`src/rtl/core/assert_macros.svh`:
```
// Assertion macros shared by the run-length queue RTL.
`ifndef ASSERT_MACROS_SVH
`define ASSERT_MACROS_SVH

// Clocked check, held off while reset is asserted.
`define RLQ_ASSERT(label, prop, msg) \
    label: assert property (@(posedge clk) disable iff (!rst_n) prop) else $error(msg);

// Implication check built on the clocked form.
`define RLQ_ASSERT_IMP(label, cond, prop, msg) \
    `RLQ_ASSERT(label, (cond) |-> (prop), msg)

`endif

```
`src/rtl/core/rlq_pkg.sv`:
```
// Package: types, constants and helpers of the run-length queue.
`timescale 1ns / 1ps
package rlq_pkg;

    localparam int RUN_SLOTS = 1024;
    localparam int SLOT_W    = $clog2(RUN_SLOTS);
    localparam int HELD_W    = $clog2(RUN_SLOTS + 1);

    localparam int VAL_W = 32;
    localparam int CNT_W = 32;
    localparam int SUM_W = 63;
    localparam int PRD_W = VAL_W + CNT_W;

    localparam logic [SUM_W-1:0] SUM_LIMIT = {SUM_W{1'b1}};

    // Opcodes
    localparam logic OP_PUSH = 1'b0;
    localparam logic OP_TAKE = 1'b1;

    // Result status codes
    localparam logic [1:0] ST_OK    = 2'd0;
    localparam logic [1:0] ST_FULL  = 2'd1;
    localparam logic [1:0] ST_SHORT = 2'd2;

    typedef logic [SLOT_W-1:0] slot_t;
    typedef logic [HELD_W-1:0] held_t;

    // One stored run
    typedef struct packed {
        logic [VAL_W-1:0] value;
        logic [CNT_W-1:0] count;
    } run_entry_t;

    // Control from the sequencer to the multiply-accumulate unit
    typedef struct packed {
        logic clear;
        logic mul_en;
        logic acc_en;
    } mac_ctrl_t;

    // Circular slot advance
    function automatic slot_t next_slot(input slot_t idx);
        slot_t res;
        if (idx == slot_t'(RUN_SLOTS - 1)) begin
            res = '0;
        end
        else begin
            res = idx + slot_t'(1);
        end
        return res;
    endfunction

endpackage

```
`src/rtl/core/rlq_mac.sv`:
```
// Multiply-accumulate unit: registered product, saturating 63-bit sum.
`timescale 1ns / 1ps
module rlq_mac (
    input  logic                        clk,
    input  logic                        rst_n,
    input  rlq_pkg::mac_ctrl_t          ctrl,
    input  logic [rlq_pkg::VAL_W-1:0]   mul_a,
    input  logic [rlq_pkg::CNT_W-1:0]   mul_b,
    output logic [rlq_pkg::SUM_W-1:0]   acc,
    output logic                        sat
);
    import rlq_pkg::*;

    logic [PRD_W-1:0] product_reg;
    logic [SUM_W-1:0] acc_reg, acc_next;
    logic             sat_reg, sat_next;
    logic [PRD_W:0]   sum_wide;

    // Product stage
    always_ff @(posedge clk)
    begin
        if (ctrl.mul_en) begin
            product_reg <= PRD_W'(mul_a) * PRD_W'(mul_b);
        end
    end

    // Saturating add; once clamped the sum stays put
    assign sum_wide = (PRD_W + 1)'(acc_reg) + (PRD_W + 1)'(product_reg);

    always_comb
    begin
        acc_next = acc_reg;
        sat_next = sat_reg;
        if (ctrl.clear) begin
            acc_next = '0;
            sat_next = 1'b0;
        end
        else if (ctrl.acc_en && !sat_reg) begin
            if (sum_wide > (PRD_W + 1)'(SUM_LIMIT)) begin
                acc_next = SUM_LIMIT;
                sat_next = 1'b1;
            end
            else begin
                acc_next = sum_wide[SUM_W-1:0];
            end
        end
    end

    always_ff @(posedge clk or negedge rst_n)
    begin
        if (!rst_n) begin
            acc_reg <= '0;
            sat_reg <= 1'b0;
        end
        else begin
            acc_reg <= acc_next;
            sat_reg <= sat_next;
        end
    end

    assign acc = acc_reg;
    assign sat = sat_reg;

endmodule

```
`config.mk`:
```
export PLATFORM = sky130hd
export DESIGN_NAME = rlq_mac
export DESIGN_NICKNAME = d
export VERILOG_FILES = /design/src/rtl/core/assert_macros.svh /design/src/rtl/core/rlq_pkg.sv /design/src/rtl/core/rlq_mac.sv
export SDC_FILE = /design/constraint.sdc
export NUM_CORES = 2
export LEC_CHECK = 0
export BUFFER_PORTS_ARGS = -buffer_cell sky130_fd_sc_hd__buf_2
export CAP_MARGIN = 20
export CORE_MARGIN = 10
export CORE_UTILIZATION = 60
export CTS_BUF_LIST = sky130_fd_sc_hd__clkbuf_2
export DETAILED_ROUTE_END_ITERATION = 10
export PLACE_DENSITY = 0.81
export SYNTH_ARGS = -nofsm -noshare
export SYNTH_HDL_FRONTEND = slang
export SYNTH_SLANG_ARGS = --single-unit
export TNS_END_PERCENT = 1
```
`constraint.sdc`:
```
create_clock -name clk -period 10.6 [get_ports clk]
set_input_delay 1.59 -clock clk [delete_from_list [all_inputs] [get_ports clk]]
set_output_delay 1.59 -clock clk [all_outputs]
set_load 0.01 [all_outputs]
```
== Word level (Yosys, flattened, before mapping) ==
Cells that the tools add are included.

* Output and inout bits: 64
* Input bits: 69
* Register bits: 128
* Word-level logic and storage cells: 17

* Reductions and logical operators: 5
* $add $sub $neg: 1
* $lt $le $gt $ge: 1
* $mul: 1
* Muxes and demuxes: 6

{| class="wikitable"
|+ Operators with widths
! kind !! number
|-
| $mux 63 || 3
|-
| $add 63x64->65 || 1
|-
| $gt 65x63->1 const B || 1
|-
| $mul 32x32->64 || 1
|-
| $reduce_bool 2->1 || 2
|-
| $mux 1 || 3
|-
| $reduce_and 2->1 || 1
|-
| $logic_and 1x1->1 || 1
|-
| $logic_not 1->1 || 1
|}

== Depth between registers and ports, before layout ==
* Depth after elaboration: 5
* Mapped depth: 30

== Least setup slack after synthesis ==
No wires, ideal clock.

* Kind: in2reg
* Start point: input port mul_b[8] (netlist name)
* End point: register product_reg[62] (data pin)
* Required time: 10.339 ns
* Cell stages on the path: 26
* Arrival time: 8.476 ns
* Path slack: 1.863 ns
* Path through: clkbuf_1 > and2_1 > fa_1 > fa_1 > inv_1 > fa_1 > fa_1 > inv_1 > fa_1 > fa_1 > fa_1 > inv_1 > fa_1 > inv_1 > ha_1 > clkbuf_1 > nand3_1 > nor3_1 > a21boi_0 > a32o_1 > a21oi_1 > a31oi_1 > o21a_1 > a21oi_1 > o21ai_1 > a311o_1

* Cells in the longest elaborated chain, start to end: 1

{| class="wikitable"
|+ Ends and longest elaborated chain
! item !! line !! RTL
|-
| from (decl) || rlq_mac.sv:8 || <nowiki>input logic [rlq_pkg::CNT_W-1:0] mul_b,</nowiki>
|-
| $mul 32x32->64 || rlq_mac.sv:23 || <nowiki>product_reg <= PRD_W'(mul_a) * PRD_W'(mul_b);</nowiki>
|-
| to (signal assigned) || rlq_mac.sv:23 ||
|-
| to (decl) || rlq_mac.sv:14 || <nowiki>logic [PRD_W-1:0] product_reg;</nowiki>
|}

Every way passes these cells.
A chain may end at the register's enable or synchronous reset.

== Worst setup path after layout ==
* Start point: input port mul_b[10] (netlist name)
* End point: register product_reg[62] (data pin)

The elaborated chain is that of the path after synthesis.

==> summary.txt <==
Run status
  • Status: completed

Setup path
  • Worst-path maximum fanout: 32
  • Crit. End Element: flip-flop
  • Most used cell, CP: fa_1
  • Crit Path Category: in -> reg
  • Crit-path max cell delay: 0.63 ns
  • Data required, critical path: 11.13 ns
  • RR Startpoint: acc[0]$_DFFE_PN0P_
  • R2R cell count: 13
  • Critical Path Slowest Stage Cell: buf_2
  • Worst path depth: 25
  • FF-to-FF End: acc[58]$_DFFE_PN0P_
  • Crit start category: input port
  • Flop2flop setup slack: 5.92 ns
  • Critical Path Source: mul_b[10]
  • Delay-heaviest family, CP: adder cells
  • Arrival time worst endpoint: 9.79 ns
  • Buf/Inv on CP: 5
  • Setup crit end: product_reg[62]$_DFFE_PP_

Global routing
  • First-pass GRT wire length: 183000 um
  • Global-route usage over all layers: 0.295
  • Total gr overflow: 0
  • Initial antenna violation count: 3
  • Vias in the first global route: 34000
  • Largest net degree at the start of global routing: 65

STA
  • Fmax: 108 MHz
  • Max-slew violations: 0
  • Final cycle utilization of the critical path: 0.874
  • Final number of hold-violating endpoints: 0
  • Least-Margin Pin Slew: 0.860 ns
  • Worst slew margin: 0.427
  • Final setup margin: 1.34 ns
  • Setup Total Neg Slack: 0 ns
  • RSZ-0062 raised after global routing: no
  • Worst clock skew: 0.0473 ns
  • Final min period: 9.26 ns
  • Min Hold Slack: 0.542 ns
  • Final setup violation count: 0

CTS
  • Clk sink count: 128
  • Worst-path clk slew: 0.21 ns
  • Postcts setup bufs: 0
  • CTS buffer count: 17
  • CTS root buf: clkbuf_2
  • Hold buffers post-CTS: 0
  • Max Root-Sink Buffers: 2
  • PostCTS Resize Cnt: 0
  • Worst skew pair latency: 0.77 ns
  • H-tree depth: 4
  • CTS tree: built

Floorplan
  • Die Height: 283 um
  • Die ar.: 80000 um2
  • # IOs: 133
  • Core ar.: 68600 um2
  • Row count: 96
  • Initial Util: 0.604
  • Die W: 283 um

Yosys
  • Post-Syn Nets: 5872
  • Yosys reg bits: 128
  • Synth cell types: 70
  • Cell area after synthesis: 41400 um2
  • Top FF cell, synth: edfxtp_1
  • Sequential share of the synthesized area: 0.0850
  • Warning count from the yosys run: 0
  • Synthesized area per cell: 9.05 um2
  • EDFF count, synth: 64
  • Post-Syn Instances: 4580
  • Async set-reset flop share out of synthesis: 0.500

Route
  • Routed Antenna Nets: 0
  • WL final: 115000 um
  • Routed length per instance: 21.0 um
  • Routed vias: 31800
  • DRC Markers: 0
  • Detailed Routing Iterations Pass 1: 6
  • Post-DR vias/cell: 5.84
  • Iteration-0 DRC Markers: 2441

Layout
  • Fraction of layout cells with a size suffix above 1: 0.0469
  • Synth-to-Final Area Change: 3.39%
  • Count of nets after finishing: 5797
  • Post-Layout Cell Count: 5452
  • Fillers: 5670
  • Max reg flops: 64

Placed design
  • Pre-CTS WS: 0.688 ns
  • RePlAce Congestion: 0.978
  • Port Buf Inserts: 132
  • Dpl cells: 5417
  • DP HPWL: 91900 um

Worst hold path
  • Min-Delay Path Class: reg -> reg

Run
  • Max Cap Viol: 0
layout make-up:
| class | count | area (um2) | area share |
|---|---|---|---|
| Antenna cell | 3 | 7.51 | 0.000175 |
| Clock buffer | 17 | 85.1 | 0.00199 |
| Clock inverter | 15 | 231 | 0.00540 |
| Inverter | 894 | 3360 | 0.0783 |
| Multi-Input combinational cell | 3303 | 33600 | 0.784 |
| Sequential cell | 128 | 3520 | 0.0822 |
| Tap cell | 931 | 1160 | 0.0272 |
| Timing Repair Buffer | 161 | 878 | 0.0205 |
metal layers:
metal	global-route usage	up-vias	wire [um]
met1	0.356	16100	41600
met5	0	-	0
met2	0.493	1551	55800
met4	0.169	0	7560
met3	0.0544	420	9630
li1	-	13800	-
stage by stage:
step	utilization	instance area, um2
after detailed placement	0.620	42500
final	0.625	42800
after global routing	0.625	42800
after CTS	0.625	42800
after global placement	0.620	42500
after floorplan	-	41400
cell usage after synthesis, types with 55 or more instances:
library cell / number / area, um2
fa_1: 897 / 18000
inv_1: 894 / 3360
nand2_1: 657 / 2470
and2_1: 584 / 3650
ha_1: 326 / 4080
clkbuf_1: 248 / 931
a21oi_1: 153 / 766
o21ai_0: 102 / 510
xnor2_1: 79 / 692
dfrtp_1: 64 / 1600
edfxtp_1: 64 / 1920
a21o_1: 57 / 428
nor2_1: 55 / 206
tightest hold or removal path, cell delays in order, from the launching register on:
cell and delay (ns):
dfrtp_1 0.43, nand2_1 0.06, nand2_1 0.05
worst min path at each step:
stage | depth (start not counted) | start | slack (ns) | endpoint
2_1_floorplan | 2 | acc[0]$_DFFE_PN0P_ | 0.53 | acc[0]$_DFFE_PN0P_
3_3_place_gp | 2 | acc[28]$_DFFE_PN0P_ | 0.49 | acc[28]$_DFFE_PN0P_
3_5_place_dp | 2 | acc[26]$_DFFE_PN0P_ | 0.49 | acc[26]$_DFFE_PN0P_
4_1_cts | 2 | acc[2]$_DFFE_PN0P_ | 0.55 | acc[2]$_DFFE_PN0P_
5_1_grt | 2 | acc[26]$_DFFE_PN0P_ | 0.56 | acc[26]$_DFFE_PN0P_
6_report | 2 | acc[45]$_DFFE_PN0P_ | 0.54 | acc[45]$_DFFE_PN0P_
cells in the final DEF, fill, tap and decap left out, drive strengths merged, types with 16 or more instances in the layout:
cell type,n
nor2,55
o21a,18
nand4,33
edfxtp,64
ha,326
clkbuf,17
o21ai,125
o21bai,29
a211oi,20
and3,18
and2,585
inv,899
dfrtp,64
nand3,37
nor3,20
nand2,658
buf,161
xor2,40
a21oi,153
a21o,57
fa,897
a31oi,18
xnor2,79
o211ai,16
cells by family after synthesis:
kind of cell,synth area share
mux,0.000815
compound gates,0.0771
simple gates,0.175
fa+ha+maj,0.532
xor+xnor,0.0251
flops,0.0850
buf+inv,0.105
Power is not shown: default switching activity piles up to over one toggle a cycle in this logic, so the estimate is an artifact.
